[src/hw/rtl/bed_pkg.sv]
// Shared types and constants for the button event detector.
`timescale 1ns / 1ps

package bed_pkg;

   // Field widths
   localparam int ELAPSED_W  = 16;
   localparam int HOLD_MS_W  = 16;
   localparam int TIME_W     = 32;
   localparam int HOLD_US_W  = 26;   // 65535 ms * 1000 fits in 26 bits
   localparam int CSR_IDX_W  = 1;
   localparam int CSR_DATA_W = 16;

   // Register indexes
   localparam logic [CSR_IDX_W-1:0] REG_ACTIVE_LEVEL = 1'd0;
   localparam logic [CSR_IDX_W-1:0] REG_HOLD_MS      = 1'd1;

   // Reset values
   localparam logic                 ACTIVE_LEVEL_RST = 1'b1;
   localparam logic [HOLD_US_W-1:0] HOLD_US_RST      = 26'd800000;

   // Timing constants in microseconds
   localparam logic [HOLD_US_W-1:0] US_PER_MS     = 26'd1000;
   localparam logic [TIME_W-1:0]    CLICK_MIN_US  = 32'd6000;  // more than 5 whole ms

   typedef struct packed {
      logic                 active_level;
      logic [HOLD_US_W-1:0] hold_us;
   } cfg_type;

   typedef struct packed {
      logic              pressed;
      logic              released;
      logic              actuated;
      logic              held;
      logic [TIME_W-1:0] duration_us;
   } result_type;

endpackage

[src/hw/rtl/bed_csr.sv]
// Configuration registers of the button event detector.
`timescale 1ns / 1ps

module bed_csr (
   input  logic                          clock,
   input  logic                          reset,
   input  logic                          csr_valid,
   input  logic [bed_pkg::CSR_IDX_W-1:0] csr_index,
   input  logic [bed_pkg::CSR_DATA_W-1:0] csr_wdata,
   output bed_pkg::cfg_type              cfg
);
   import bed_pkg::*;

   logic                 active_level_ff, active_level_in;
   logic [HOLD_US_W-1:0] hold_us_ff, hold_us_in;

   // Decode the write; keep the hold time in microseconds
   always_comb begin
      active_level_in = active_level_ff;
      hold_us_in      = hold_us_ff;
      if (csr_valid) begin
         unique case (csr_index)
            REG_ACTIVE_LEVEL: active_level_in = csr_wdata[0];
            REG_HOLD_MS:      hold_us_in = HOLD_US_W'(csr_wdata[HOLD_MS_W-1:0]) * US_PER_MS;
            default: ;
         endcase
      end
   end

   always_ff @(posedge clock) begin
      if (reset) begin
         active_level_ff <= ACTIVE_LEVEL_RST;
         hold_us_ff      <= HOLD_US_RST;
      end else begin
         active_level_ff <= active_level_in;
         hold_us_ff      <= hold_us_in;
      end
   end

   assign cfg.active_level = active_level_ff;
   assign cfg.hold_us      = hold_us_ff;

endmodule

[src/hw/rtl/bed_core.sv]
// Press timer, report flags and result computation for one pin sample.
`timescale 1ns / 1ps

module bed_core (
   input  logic                          clock,
   input  logic                          reset,
   input  logic                          step,
   input  logic                          pin_level,
   input  logic [bed_pkg::ELAPSED_W-1:0] elapsed_us,
   input  bed_pkg::cfg_type              cfg,
   output bed_pkg::result_type           result
);
   import bed_pkg::*;

   logic              running_ff, running_in;
   logic [TIME_W-1:0] press_ff, press_in;
   logic              press_done_ff, press_done_in;
   logic              release_done_ff, release_done_in;
   logic              hold_done_ff, hold_done_in;
   logic              click_done_ff, click_done_in;
   logic              length_done_ff, length_done_in;

   logic [TIME_W:0]   sum;
   logic [TIME_W-1:0] acc;
   logic              restart;
   logic              below_hold;

   // Saturating accumulate while the timer runs
   assign sum = {1'b0, press_ff} + {{(TIME_W + 1 - ELAPSED_W){1'b0}}, elapsed_us};
   always_comb begin
      acc = press_ff;
      if (running_ff) begin
         acc = sum[TIME_W] ? {TIME_W{1'b1}} : sum[TIME_W-1:0];
      end
   end

   assign restart = (pin_level == cfg.active_level) && !running_ff;

   // Next timer state and the report flags
   always_comb begin
      logic pd, rd, hd, cd, ld;
      pd = press_done_ff;
      rd = release_done_ff;
      hd = hold_done_ff;
      cd = click_done_ff;
      ld = length_done_ff;
      press_in   = restart ? '0 : acc;
      running_in = (pin_level == cfg.active_level);
      if (restart) begin
         pd = 1'b0;
         rd = 1'b0;
         hd = 1'b0;
         cd = 1'b0;
         ld = 1'b0;
      end
      below_hold = press_in < TIME_W'(cfg.hold_us);

      result.pressed     = !pd && running_in;
      result.released    = !rd && !running_in;
      result.actuated    = !cd && !running_in && (press_in >= CLICK_MIN_US) && below_hold;
      result.held        = !hd && running_in && !below_hold;
      result.duration_us = (!running_in && ld) ? '0 : press_in;

      press_done_in   = pd | result.pressed;
      release_done_in = rd | result.released;
      click_done_in   = cd | result.actuated;
      hold_done_in    = hd | result.held;
      length_done_in  = ld | !running_in;
   end

   // Commit state on each processed item
   always_ff @(posedge clock) begin
      if (reset) begin
         running_ff      <= 1'b0;
         press_ff        <= '0;
         press_done_ff   <= 1'b0;
         release_done_ff <= 1'b1;
         hold_done_ff    <= 1'b0;
         click_done_ff   <= 1'b0;
         length_done_ff  <= 1'b0;
      end else if (step) begin
         running_ff      <= running_in;
         press_ff        <= press_in;
         press_done_ff   <= press_done_in;
         release_done_ff <= release_done_in;
         hold_done_ff    <= hold_done_in;
         click_done_ff   <= click_done_in;
         length_done_ff  <= length_done_in;
      end
   end

`ifndef SYNTH
   // A running press count never goes down on the next item
   a_count_monotonic: assert property (@(posedge clock) disable iff (reset)
      (step && running_ff) |=> (press_ff >= $past(press_ff)))
      else $error("press count decreased while timer ran");

   // A stopped timer keeps its count
   a_stopped_hold: assert property (@(posedge clock) disable iff (reset)
      (step && !running_ff && pin_level != cfg.active_level) |=> $stable(press_ff))
      else $error("press count changed while timer stopped");

   // Pressed is reported only for a running timer
   a_pressed_running: assert property (@(posedge clock) disable iff (reset)
      (step && result.pressed) |=> (running_ff && press_done_ff))
      else $error("pressed reported without running timer");
`endif

endmodule

[src/hw/rtl/button_event_detector.sv]
// Top level of the button event detector: input register, core and result register.
`timescale 1ns / 1ps

// Button event detector. Each transfer on req_ carries one pin sample and the
// microseconds since the previous sample; each yields exactly one result on rsp_
// with the pressed, released, actuated and held flags and the press duration.
// One sample is taken every clock cycle unless the result register is stalled; a
// result passes through the input register, then the result register, and the only
// loop is the update of the press timer and flags. Configuration writes on csr_
// (index 0: active pin level, index 1: hold time in ms) are always ready and
// take effect on the next cycle; issue them only while no sample is in flight.
module button_event_detector (
   input  logic                           clock,
   input  logic                           reset,
   input  logic                           req_valid,
   output logic                           req_stall,
   input  logic                           req_pin_level,
   input  logic [bed_pkg::ELAPSED_W-1:0]  req_elapsed_us,
   output logic                           rsp_valid,
   input  logic                           rsp_stall,
   output logic                           rsp_pressed,
   output logic                           rsp_released,
   output logic                           rsp_actuated,
   output logic                           rsp_held,
   output logic [bed_pkg::TIME_W-1:0]     rsp_duration_us,
   input  logic                           csr_valid,
   output logic                           csr_ready,
   input  logic [bed_pkg::CSR_IDX_W-1:0]  csr_index,
   input  logic [bed_pkg::CSR_DATA_W-1:0] csr_wdata
);
   import bed_pkg::*;

   cfg_type    cfg;
   result_type result;

   logic                 in_vld_ff, in_vld_in;
   logic                 in_pin_ff;
   logic [ELAPSED_W-1:0] in_elapsed_ff;
   logic                 out_vld_ff, out_vld_in;
   result_type           out_ff;
   logic                 out_free;
   logic                 advance;
   logic                 req_take;

   assign csr_ready = 1'b1;

   bed_csr u_csr (
      .clock     (clock),
      .reset     (reset),
      .csr_valid (csr_valid),
      .csr_index (csr_index),
      .csr_wdata (csr_wdata),
      .cfg       (cfg)
   );

   // Handshake: move an item forward when the result register frees up
   assign out_free  = !out_vld_ff || !rsp_stall;
   assign advance   = in_vld_ff && out_free;
   assign req_stall = in_vld_ff && !out_free;
   assign req_take  = req_valid && !req_stall;

   assign in_vld_in  = req_take || (in_vld_ff && !advance);
   assign out_vld_in = out_free ? in_vld_ff : out_vld_ff;

   bed_core u_core (
      .clock      (clock),
      .reset      (reset),
      .step       (advance),
      .pin_level  (in_pin_ff),
      .elapsed_us (in_elapsed_ff),
      .cfg        (cfg),
      .result     (result)
   );

   // Valid flags
   always_ff @(posedge clock) begin
      if (reset) begin
         in_vld_ff  <= 1'b0;
         out_vld_ff <= 1'b0;
      end else begin
         in_vld_ff  <= in_vld_in;
         out_vld_ff <= out_vld_in;
      end
   end

   // Payload registers
   always_ff @(posedge clock) begin
      if (req_take) begin
         in_pin_ff     <= req_pin_level;
         in_elapsed_ff <= req_elapsed_us;
      end
      if (advance) begin
         out_ff <= result;
      end
   end

   assign rsp_valid       = out_vld_ff;
   assign rsp_pressed     = out_ff.pressed;
   assign rsp_released    = out_ff.released;
   assign rsp_actuated    = out_ff.actuated;
   assign rsp_held        = out_ff.held;
   assign rsp_duration_us = out_ff.duration_us;

`ifndef SYNTH
   // Pressed and released never come together
   a_press_xor_release: assert property (@(posedge clock) disable iff (reset)
      rsp_valid |-> !(rsp_pressed && rsp_released))
      else $error("pressed and released in one result");

   // A click is reported only with the timer stopped
   a_click_when_stopped: assert property (@(posedge clock) disable iff (reset)
      (rsp_valid && rsp_actuated) |-> !(rsp_pressed || rsp_held))
      else $error("actuated reported with a running press");

   // Held is reported only while the press runs
   a_held_not_released: assert property (@(posedge clock) disable iff (reset)
      (rsp_valid && rsp_held) |-> !rsp_released)
      else $error("held reported with release");
`endif

endmodule
[config.mk]
export PLATFORM = sky130hd
export DESIGN_NAME = button_event_detector
export DESIGN_NICKNAME = d
export VERILOG_FILES = /design/src/hw/rtl/bed_pkg.sv /design/src/hw/rtl/bed_csr.sv /design/src/hw/rtl/bed_core.sv /design/src/hw/rtl/button_event_detector.sv
export SDC_FILE = /design/constraint.sdc
export NUM_CORES = 1
export LEC_CHECK = 0
export BUFFER_PORTS_ARGS = -buffer_cell sky130_fd_sc_hd__buf_2
export CAP_MARGIN = 30
export CORE_MARGIN = 4
export CORE_UTILIZATION = 32
export DETAILED_ROUTE_END_ITERATION = 10
export PLACE_DENSITY = 0.57
export SKIP_LAST_GASP = 1
export SYNTH_ARGS = -nofsm -noshare
export SYNTH_HDL_FRONTEND = slang
export SYNTH_HIERARCHICAL = 1
export SYNTH_SLANG_ARGS = --single-unit
export TNS_END_PERCENT = 5
[constraint.sdc]
create_clock -name clock -period 5.5 [get_ports clock]
set_input_delay 0.55 -clock clock [delete_from_list [all_inputs] [get_ports clock]]
set_output_delay 0.55 -clock clock [all_outputs]
set_load 0.02 [all_outputs]
==> results of run 1 <==
[Yosys cell counts, types with 3 or more instances]
master | number | area share
inv_1 | 129 | 0.050
ha_1 | 94 | 0.12
a21oi_1 | 90 | 0.047
nor2_1 | 88 | 0.034
nand2_1 | 80 | 0.031
dfxtp_1 | 64 | 0.13
fa_1 | 55 | 0.11
edfxtp_1 | 53 | 0.16
clkbuf_1 | 30 | 0.012
mux2i_1 | 28 | 0.029
nand3_1 | 25 | 0.013
nor2b_1 | 24 | 0.016
xnor2_1 | 23 | 0.021
o21ai_0 | 21 | 0.011
nor3_1 | 19 | 0.0098
nand4_1 | 17 | 0.011
a21o_1 | 16 | 0.012
xor2_1 | 16 | 0.014
and3_1 | 15 | 0.0097
o211ai_1 | 14 | 0.011
a211oi_1 | 13 | 0.010
and2_1 | 10 | 0.0065
a21oi_2 | 9 | 0.0081
o21a_1 | 9 | 0.0070
a31oi_1 | 7 | 0.0045
buf_2 | 7 | 0.0036
nor4_1 | 7 | 0.0045
or3_1 | 7 | 0.0045
buf_4 | 6 | 0.0047
a211oi_2 | 5 | 0.0065
o21ai_1 | 5 | 0.0026
a32oi_1 | 4 | 0.0036
a2111oi_0 | 3 | 0.0027
a211o_1 | 3 | 0.0027
a31o_2 | 3 | 0.0027
o31a_1 | 3 | 0.0027
o31ai_1 | 3 | 0.0023
[stage by stage]
stage,std cells,instance area (µm²),total power (µW)
floorplan,1066,9680,2540
global placement,1493,10400,2940
detailed placement,1494,10400,2950
CTS,1526,11100,4200
global route,1526,11100,4520
finish,1526,11100,4160
[worst max-delay path by stage]
stage                           from           end  depth (start not counted)
floorplan           in_elapsed_ff[0]      rsp_held                         19
global placement    in_elapsed_ff[0]      rsp_held                         20
detailed placement  in_elapsed_ff[0]      rsp_held                         20
CTS                 in_elapsed_ff[0]      rsp_held                         20
global route        in_elapsed_ff[0]  rsp_actuated                         20
finish              in_elapsed_ff[0]      rsp_held                         20
[cell type report]
type                    count  area share
inverters                 129      0.0437
clock inverters            15      0.0203
well taps                 390      0.0440
flip-flops and latches    117       0.259
multi-input cells         770       0.550
clock buffers              17      0.0384
repair buffers             88      0.0442
[state kept, by name, summed over array words and instances (netlist names)]
name and count:
u_core/press_ff 32, u_csr/hold_us_ff 23, u_core/click_done_ff 1, rsp_actuated 1, rsp_valid 1, u_core/length_done_ff 1
in_vld_ff 1, in_pin_ff 1, u_core/hold_done_ff 1, in_elapsed_ff 16, rsp_pressed 1, rsp_held 1
u_core/press_done_ff 1, u_core/running_ff 1, rsp_duration_us 32, u_core/release_done_ff 1, u_csr/active_level_ff 1, rsp_released 1
[layer usage]
layer / routed length (µm) / global-route usage / up-vias / share of wire
met3: 1080 / 0.0298 / 26 / 0.046
met5: 0 / 0 / - / 0
met1: 11300 / 0.195 / 3552 / 0.48
met4: 357 / 0.0363 / 0 / 0.015
li1: - / - / 3841 / -
met2: 10900 / 0.235 / 172 / 0.46
[placed cells by master, fill, tap and decap left out, types with 5 or more instances in the layout]
master and instances:
inv_1 129, ha_1 94, a21oi_1 90, nor2_1 87, nand2_1 80, buf_2 76
dfxtp_1 64, fa_1 55, edfxtp_1 53, mux2i_1 28, nand3_1 25, nor2b_1 24
xnor2_1 23, o21ai_0 21, nor3_1 19, clkbuf_16 17, nand4_1 17, a21o_1 16
xor2_1 16, o211ai_1 14, and3_1 14, a211oi_1 13, buf_4 11, and2_1 10
o21a_1 9, a21oi_2 8, nor4_1 7, a31oi_1 7, or3_1 7, bufinv_16 5
o21ai_1 5, a211oi_2 5
[power by group through the flow]
| stage | clock network, µW | registers [µW] | logic (µW) |
|---|---|---|---|
| finish | 1230 | 1030 | 1900 |
| CTS | 1250 | 1030 | 1920 |
| global route | 1300 | 1040 | 2180 |
| detailed placement | 0 | 1050 | 1900 |
| floorplan | 0 | 1050 | 1490 |
| global placement | 0 | 1050 | 1890 |
[cell families (layout without fill, tap and decap cells)]
family / after synthesis / in the layout / share of synthesized area
simple gates: 307 / 307 / 0.154
fa+ha+maj: 149 / 149 / 0.235
mux: 29 / 29 / 0.0301
compound gates: 242 / 242 / 0.172
other cells: 2 / 4 / 0.000776
flops: 117 / 117 / 0.297
buf+inv: 179 / 249 / 0.0754
xor+xnor: 39 / 39 / 0.0353
[timing repair]
item | CTS | global route
setup endpoints to repair | 0 | 4
gates resized for setup | 0 | 4
buffers inserted | 0 | 0
==> impl_metrics.json, run 1 <==
{
  "combinationalPowerShare": 0.456,
  "htree_num_levels": 4,
  "n_fill_cell": 3009,
  "setup_tns_ns": 0,
  "r2r_end": "rsp_held",
  "crit_chain": "ha_1, fa_1, a211oi_2, o211ai_1, and4bb_1, or2_4, and3_2, nor2_1, inv_1, ha_1, a21oi_1, o21bai_1, a2111oi_0, buf_4, a2111o_1, a2111oi_1, o21ai_0, nor4bb_1, nand3_1, and3_1",
  "sw_frac_of_total": 0.383,
  "finalWeightedCongestion": 0.897,
  "cp.required_ns": 5.67,
  "num_vias": 7591,
  "cp_slowest_stage_delay_ns": 0.43,
  "ys_seq_area_frac": 0.297,
  "io_buffers": 76,
  "crit_path_end_kind": "flip-flop",
  "r2r-start": "in_elapsed_ff[0]",
  "crit_slowest_cell": "fa_1",
  "irDropWorstVdd_v": 0.000218,
  "overflow": 0,
  "ff_latch_area_um2": 2870,
  "grt_usage": 0.144,
  "clk_latency_ns": 0.42,
  "synth_cell_type_count": 85,
  "holdBufCountCts": 0,
  "die_w_um": 182,
  "fin_ws_ns": 0.446,
  "place_hpwl_um": 18500,
  "ioPinCount": 78,
  "ys_warn_count": 6,
  "avgRoutedWirePerCell_um": 15.5,
  "ys.flop_type": "dfxtp_1",
  "syn_avg_cell_area_um2": 9.09,
  "worst_setup_path_start_kind": "flip-flop",
  "dieArea_um2": 33100,
  "multiInputGateArea_um2": 6110,
  "rsz0062_at_grt": "no",
  "maxCapViolations": 0,
  "worst_pin_slew_ns": 1.03,
  "ys_async_sr_fraction": 0,
  "dp_worst_setup_slack_ns": 0.310,
  "status": "finished clean",
  "initial_core_util": 0.326,
  "drive_gt1_frac": 0.136,
  "setup_viol": 0,
  "r2r_cells": 20,
  "antenna_cells": 0,
  "cts.clk_slew.worst_paths_ns": 0.06,
  "ys_ff_latch": 117,
  "critPathArrivalTime_ns": 5.23,
  "hold_path_class": "input pin to flip-flop",
  "holdWs_ns": 0.306,
  "crit_path_frequent_cell": "ha_1",
  "die_y_um": 182,
  "grt_pass1_wl_um": 38800,
  "cts-root-buf": "clkbuf_16",
  "path_buf_inv": 2,
  "clkPwrFrac": 0.296,
  "cp_top_family": "simple AND/OR/NAND/NOR gates",
  "min_path_cells": 1,
  "drt-total-wl_um": 23600,
  "seqPwrFrac": 0.248,
  "fmax_ghz": 0.198,
  "synth_cells": 1064,
  "grt_start_max_net_pins": 40,
  "fp-row-count": 63,
  "power_density_nw_per_um2": 375,
  "cts_tree": "done",
  "synth-edff-count": 53,
  "cts_buffer_depth": 2,
  "slew_violations": 0,
  "holdCritStartpoint": "req_elapsed_us[0]",
  "final_util": 0.373,
  "antenna_found_initial": 0,
  "reg2reg_slack_ns": 0.45,
  "cts_buffers": 17,
  "hold_viol": 0,
  "leakagePower_uw": 0.00479,
  "viasPerCell": 4.97,
  "power_switching_uw": 1590,
  "worstHoldEndpoint": "in_elapsed_ff[0]",
  "maxSlewHeadroom": 0.313,
  "first_global_vias": 7534,
  "path_class": "flip-flop to flip-flop",
  "intPower_uw": 2560,
  "clock-sinks": 117,
  "core-area_um2": 29700,
  "post-route-period-util": 0.919,
  "drt-initial-drc-count": 483,
  "route.detailed.drc": 0,
  "min_period_ns": 5.05,
  "syn-cell-area_um2": 9670,
  "fin_nets": 1311,
  "first_pass_iters": 5,
  "antenna_left": 0,
  "skew_ns": 0.0108,
  "syn2layout_area_growth_pct": 14.7,
  "crit_fanout": 11
}
Note: power is estimated with default switching activity, not from simulation.
==> inputs of run 2 (changes only) <==
Settings changed: CORE_UTILIZATION 32 to 62, PLACE_DENSITY 0.57 to 0.91.
==> run 2 against run 1 <==
  * Maximum frequency decreased by 4.5%
  * Worst hold slack improved by 0.0030 ns
  * Register-to-register slack got worse by 0.24 ns
  * Count of clock-buffer cells in the layout increased by 2
  * Flip-flop and latch count unchanged
  * Sequential power about the same
  * Final cell count decreased by 12%
  * Sequential share of layout area increased by 0.62 points
  * Power decreased by 2.7%
  * Die area decreased by 47%
  * Combinational power increased by 2%
  * Wire length increased by 3.9%
==> impl_metrics.json, run 2 (synthesis results as in run 1) <==
{
  "status": "finished clean",
  "viasPerCell": 6.14,
  "syn2layout_area_growth_pct": 12.0,
  "crit_start": "in_elapsed_ff[0]",
  "setup_viol": 0,
  "fin_nets": 1311,
  "fmax_ghz": 0.189,
  "irDropWorstVdd_v": 0.000312,
  "final_common_cell": "inv_1",
  "finalWeightedCongestion": 0.976,
  "crit_path_frequent_cell": "ha_1",
  "power_density_nw_per_um2": 374,
  "r2r-start": "in_elapsed_ff[0]",
  "avgRoutedWirePerCell_um": 18.2,
  "cts_tree": "done",
  "holdCritStartpoint": "req_elapsed_us[12]",
  "clock-sinks": 117,
  "crit_path_end_kind": "flip-flop",
  "grt_start_max_net_pins": 83,
  "cp_slowest_stage_delay_ns": 0.46,
  "leakagePower_uw": 0.00478,
  "worst_setup_path_start_kind": "flip-flop",
  "num_vias": 8267,
  "cts_buffers": 17,
  "postCtsSetupBuffers": 0,
  "place_hpwl_um": 18100,
  "die_y_um": 133,
  "hold_path_class": "input pin to flip-flop",
  "endpoint": "rsp_actuated",
  "crit_slowest_cell": "fa_1",
  "antenna_found_initial": 0,
  "ioPinCount": 78,
  "fp-row-count": 45,
  "antenna_cells": 0,
  "maxCapViolations": 0,
  "reg2reg_slack_ns": 0.21,
  "dp_worst_setup_slack_ns": 0.300,
  "path_class": "flip-flop to flip-flop",
  "dpl_cell_area_um2": 10200,
  "slew_violations": 0,
  "skew_ns": 0.00822,
  "setup_tns_ns": 0,
  "rsz0062_at_grt": "no",
  "critPathArrivalTime_ns": 5.45,
  "clk_latency_ns": 0.42,
  "first_pass_iters": 6,
  "hold_viol": 0,
  "drt-total-wl_um": 24500,
  "route.detailed.drc": 0,
  "die_w_um": 133,
  "initial_core_util": 0.634,
  "grt_pass1_wl_um": 40900,
  "crit_chain": "ha_1, fa_1, a211oi_2, o211ai_1, and4bb_1, or2_4, and3_2, nor2_1, inv_1, ha_1, a21oi_1, o21bai_1, a2111oi_2, a2111o_1, a2111oi_1, o21ai_0, nor4bb_2, nand3_1, nor4_1",
  "cts_buffer_depth": 2,
  "drive_gt1_frac": 0.138,
  "fin_ws_ns": 0.206,
  "drt-initial-drc-count": 926,
  "min_period_ns": 5.29,
  "r2r_cells": 19,
  "cts-root-buf": "clkbuf_16",
  "grt_usage": 0.285,
  "worst_pin_slew_ns": 0.999,
  "cts.clk_slew.worst_paths_ns": 0.06,
  "r2r_end": "rsp_actuated",
  "post-route-period-util": 0.963,
  "layout.cells.most_common_list": "inv_1, ha_1, a21oi_1",
  "antenna_left": 0,
  "io_buffers": 76,
  "first_global_vias": 8269,
  "htree_num_levels": 4,
  "maxSlewHeadroom": 0.332,
  "fin_area_um2": 10800,
  "dieArea_um2": 17700,
  "core-area_um2": 15300,
  "cp.required_ns": 5.65,
  "overflow": 0,
  "crit_fanout": 11
}
## run 2: cell count changes in the layout (fill, tap and decap cells not counted), sizes merged
cell and change:
clkbuf +2, clkinv +1, bufinv -5, inv +2
## run 2: cell type report
cell class | count | area, µm²
Sequential cell | 117 | 2870
Multi-Input combinational cell | 770 | 6120
Fill cell | 1095 | 4430
Timing Repair Buffer | 88 | 510
Inverter | 129 | 484
Clock buffer | 19 | 475
Clock inverter | 13 | 110
Tap cell | 211 | 264
## run 2: worst min-delay path by stage
| stage | endpoint | slack, ns | depth (start not counted) |
|---|---|---|---|
| 6_report | in_elapsed_ff[12] | 0.31 | 1 |
| 5_1_grt | in_elapsed_ff[12] | 0.30 | 1 |
| 4_1_cts | in_elapsed_ff[12] | 0.30 | 1 |
| 3_5_place_dp | u_csr/hold_us_ff[9] | 0.45 | 2 |
| 3_3_place_gp | u_core/length_done_ff | 0.44 | 2 |
| 2_1_floorplan | u_core/length_done_ff | 0.43 | 2 |
## run 2: layer usage
layer / track usage / wire, µm / vias to the layer above
met3: 0.0506 / 1870 / 112
li1: - / - / 3834
met4: 0.125 / 1100 / 0
met5: 0 / 0 / -
met2: 0.504 / 12300 / 429
met1: 0.338 / 9240 / 3892
## run 2: repair_timing
| action | 4_1_cts | 5_1_grt |
|---|---|---|
| resized for setup | 0 | 7 |
| endpoints found under the setup margin | 0 | 4 |
| hold buffers | 0 | 0 |
## run 2: through the flow
step | hold WS, ns | std cells | power [µW] | utilization
CTS | 0.302 | 1346 | 4030 | 0.707
floorplan | 0.432 | 1066 | 2540 | -
global placement | 0.439 | 1313 | 2860 | 0.666
detailed placement | 0.445 | 1314 | 2950 | 0.668
global route | 0.300 | 1347 | 4350 | 0.710
finish | 0.309 | 1347 | 4050 | 0.710
## run 2: report_power, final
group          total [µW]  internal [µW]  leakage (µW)  switching (µW)
Sequential           1030            989       0.00102            42.2
Clock                1070            641      0.000284             433
Combinational        1940            782       0.00347            1160
Total                4050           2410       0.00478            1640
## run 2: critical path, delay by kind of cell, from the launching register on
kind | cells | cell delay [ns]
AO/OA/AOI/OAI | 8 | 1.96
AND/OR/NAND/NOR | 7 | 1.57
buffers and inverters | 1 | 0.09
adder cells (fa/ha/maj) | 3 | 1.03
flip-flops | 1 | 0.38
==> inputs of run 3 (changes only) <==
Settings changed: CORE_UTILIZATION 62 to 60, PLACE_DENSITY 0.91 to 0.89.
==> run 3 against run 2 <==
  * Power up 1.3%
  * Final cell count up 0.30%
  * Register-to-register slack about the same
  * Count of clock-buffer cells in the layout down 1
  * Clock skew up 0.0026 ns
  * Non-clock buffer count down 1
  * Flip-flop and latch count unchanged
  * Sequential power about the same
  * Utilization down 2.5 points
  * Combinational power about the same
  * Maximum frequency up 0.10%
  * Critical path type unchanged
  * Largest cell class unchanged
==> impl_metrics.json, run 3 (synthesis results as in run 1) <==
{
  "cts.clk_slew.worst_paths_ns": 0.06,
  "irDropWorstVdd_v": 0.000374,
  "skew_ns": 0.0109,
  "r2r_cells": 18,
  "slew_violations": 0,
  "first_global_vias": 7964,
  "setup_viol": 0,
  "antenna_found_initial": 0,
  "final_common_cell": "inv_1",
  "core-area_um2": 15800,
  "clk_latency_ns": 0.42,
  "dieArea_um2": 18200,
  "cp.required_ns": 5.67,
  "critPathArrivalTime_ns": 5.46,
  "grt_start_max_net_pins": 83,
  "cts_buffers": 17,
  "die_w_um": 135,
  "clkPwrFrac": 0.277,
  "antenna_cells": 0,
  "grt_pass1_wl_um": 38500,
  "finalWeightedCongestion": 0.952,
  "worst_pin_slew_ns": 1.01,
  "worst_setup_path_start_kind": "flip-flop",
  "power_switching_uw": 1620,
  "first_pass_iters": 6,
  "syn2layout_area_growth_pct": 12.1,
  "place_hpwl_um": 17800,
  "maxSlewHeadroom": 0.322,
  "cts-root-buf": "clkbuf_16",
  "overflow": 0,
  "intPower_uw": 2480,
  "layout.cells.most_common_list": "inv_1, ha_1, a21oi_1",
  "drt-total-wl_um": 23800,
  "antenna_left": 0,
  "num_vias": 8131,
  "fmax_ghz": 0.189,
  "crit_path_end_kind": "flip-flop",
  "drt-initial-drc-count": 877,
  "post-route-period-util": 0.962,
  "hold_path_class": "input pin to flip-flop",
  "crit_fanout": 11,
  "die_y_um": 135,
  "fin_nets": 1310,
  "endpoint": "rsp_held",
  "path_class": "flip-flop to flip-flop",
  "fp-row-count": 46,
  "maxCapViolations": 0,
  "htree_num_levels": 4,
  "status": "finished clean",
  "cts_buffer_depth": 2,
  "reg2reg_slack_ns": 0.21,
  "grt_usage": 0.263,
  "avgRoutedWirePerCell_um": 17.6,
  "fin_ws_ns": 0.211,
  "power_density_nw_per_um2": 378,
  "clock-sinks": 117,
  "seqPwrFrac": 0.251,
  "viasPerCell": 6.02,
  "dp_worst_setup_slack_ns": 0.177,
  "n_fill_cell": 1192,
  "combinationalPowerShare": 0.472,
  "io_buffers": 76,
  "setup_tns_ns": 0,
  "r2r-start": "in_elapsed_ff[0]",
  "sw_frac_of_total": 0.395,
  "hold_viol": 0,
  "cts_tree": "done",
  "drive_gt1_frac": 0.134,
  "leakagePower_uw": 0.00477,
  "ioPinCount": 78,
  "route.detailed.drc": 0,
  "holdBufCountCts": 0,
  "crit_start": "in_elapsed_ff[0]",
  "min_period_ns": 5.29,
  "r2r_end": "rsp_held",
  "initial_core_util": 0.611
}
run 3: worst max-delay path, stage by stage, from the launching register on:
cell       delay (ns)
edfxtp_1         0.37
ha_1             0.25
fa_1             0.44
a211oi_2         0.29
o211ai_1         0.14
and4bb_1         0.25
or2_1            0.42
a21oi_4          0.32
a21oi_1          0.15
ha_1             0.32
a21o_1           0.18
a21o_1           0.19
a2111oi_1        0.46
o21a_1           0.23
a2111oi_0        0.11
o21ai_0          0.14
nor4bb_2         0.35
nand3_1          0.19
and3_1           0.23
run 3: power by group through the flow:
stage	Sequential [µW]	Combinational [µW]	Clock [µW]
after detailed placement	1050	1890	0
after global placement	1050	1820	0
final	1030	1930	1140
after CTS	1030	1910	1150
after global routing	1040	2160	1200
after floorplan	1050	1490	0
run 3: worst min path at each step:
| stage | start | to | slack (ns) | depth (start not counted) |
|---|---|---|---|---|
| floorplan | u_core/length_done_ff | u_core/length_done_ff | 0.43 | 2 |
| global placement | u_csr/hold_us_ff[14] | u_csr/hold_us_ff[14] | 0.44 | 2 |
| detailed placement | u_csr/hold_us_ff[14] | u_csr/hold_us_ff[14] | 0.45 | 2 |
| CTS | req_elapsed_us[12] | in_elapsed_ff[12] | 0.29 | 1 |
| global route | req_elapsed_us[12] | in_elapsed_ff[12] | 0.29 | 1 |
| finish | req_elapsed_us[12] | in_elapsed_ff[12] | 0.30 | 1 |
run 3: per-layer routing:
layer	vias up	share of wire	global-route usage
li1	3821	-	-
met1	3865	0.41	0.337
met2	379	0.49	0.445
met3	66	0.071	0.0473
met4	0	0.028	0.102
met5	-	0	0
run 3: layout make-up:
class	instances	area [µm²]	share of cell area
Clock buffer	18	429	0.0396
Clock inverter	14	176	0.0163
Inverter	129	484	0.0446
Multi-Input combinational cell	770	6110	0.563
Sequential cell	117	2870	0.265
Tap cell	216	270	0.0249
Timing Repair Buffer	87	503	0.0464
run 3: timing repair:
item | 4_1_cts | 5_1_grt
resized for setup | 0 | 5
setup endpoints to repair | 0 | 3
setup buffers | 0 | 0
run 3: per-stage QoR:
step	instances	hold slack, ns	power, µW	util	area [µm²]
2_1_floorplan	1066	0.432	2540	-	9680
3_3_place_gp	1317	0.440	2860	0.642	10200
3_5_place_dp	1318	0.446	2940	0.644	10200
4_1_cts	1350	0.291	4090	0.682	10800
5_1_grt	1351	0.285	4400	0.685	10800
6_report	1351	0.300	4100	0.685	10800
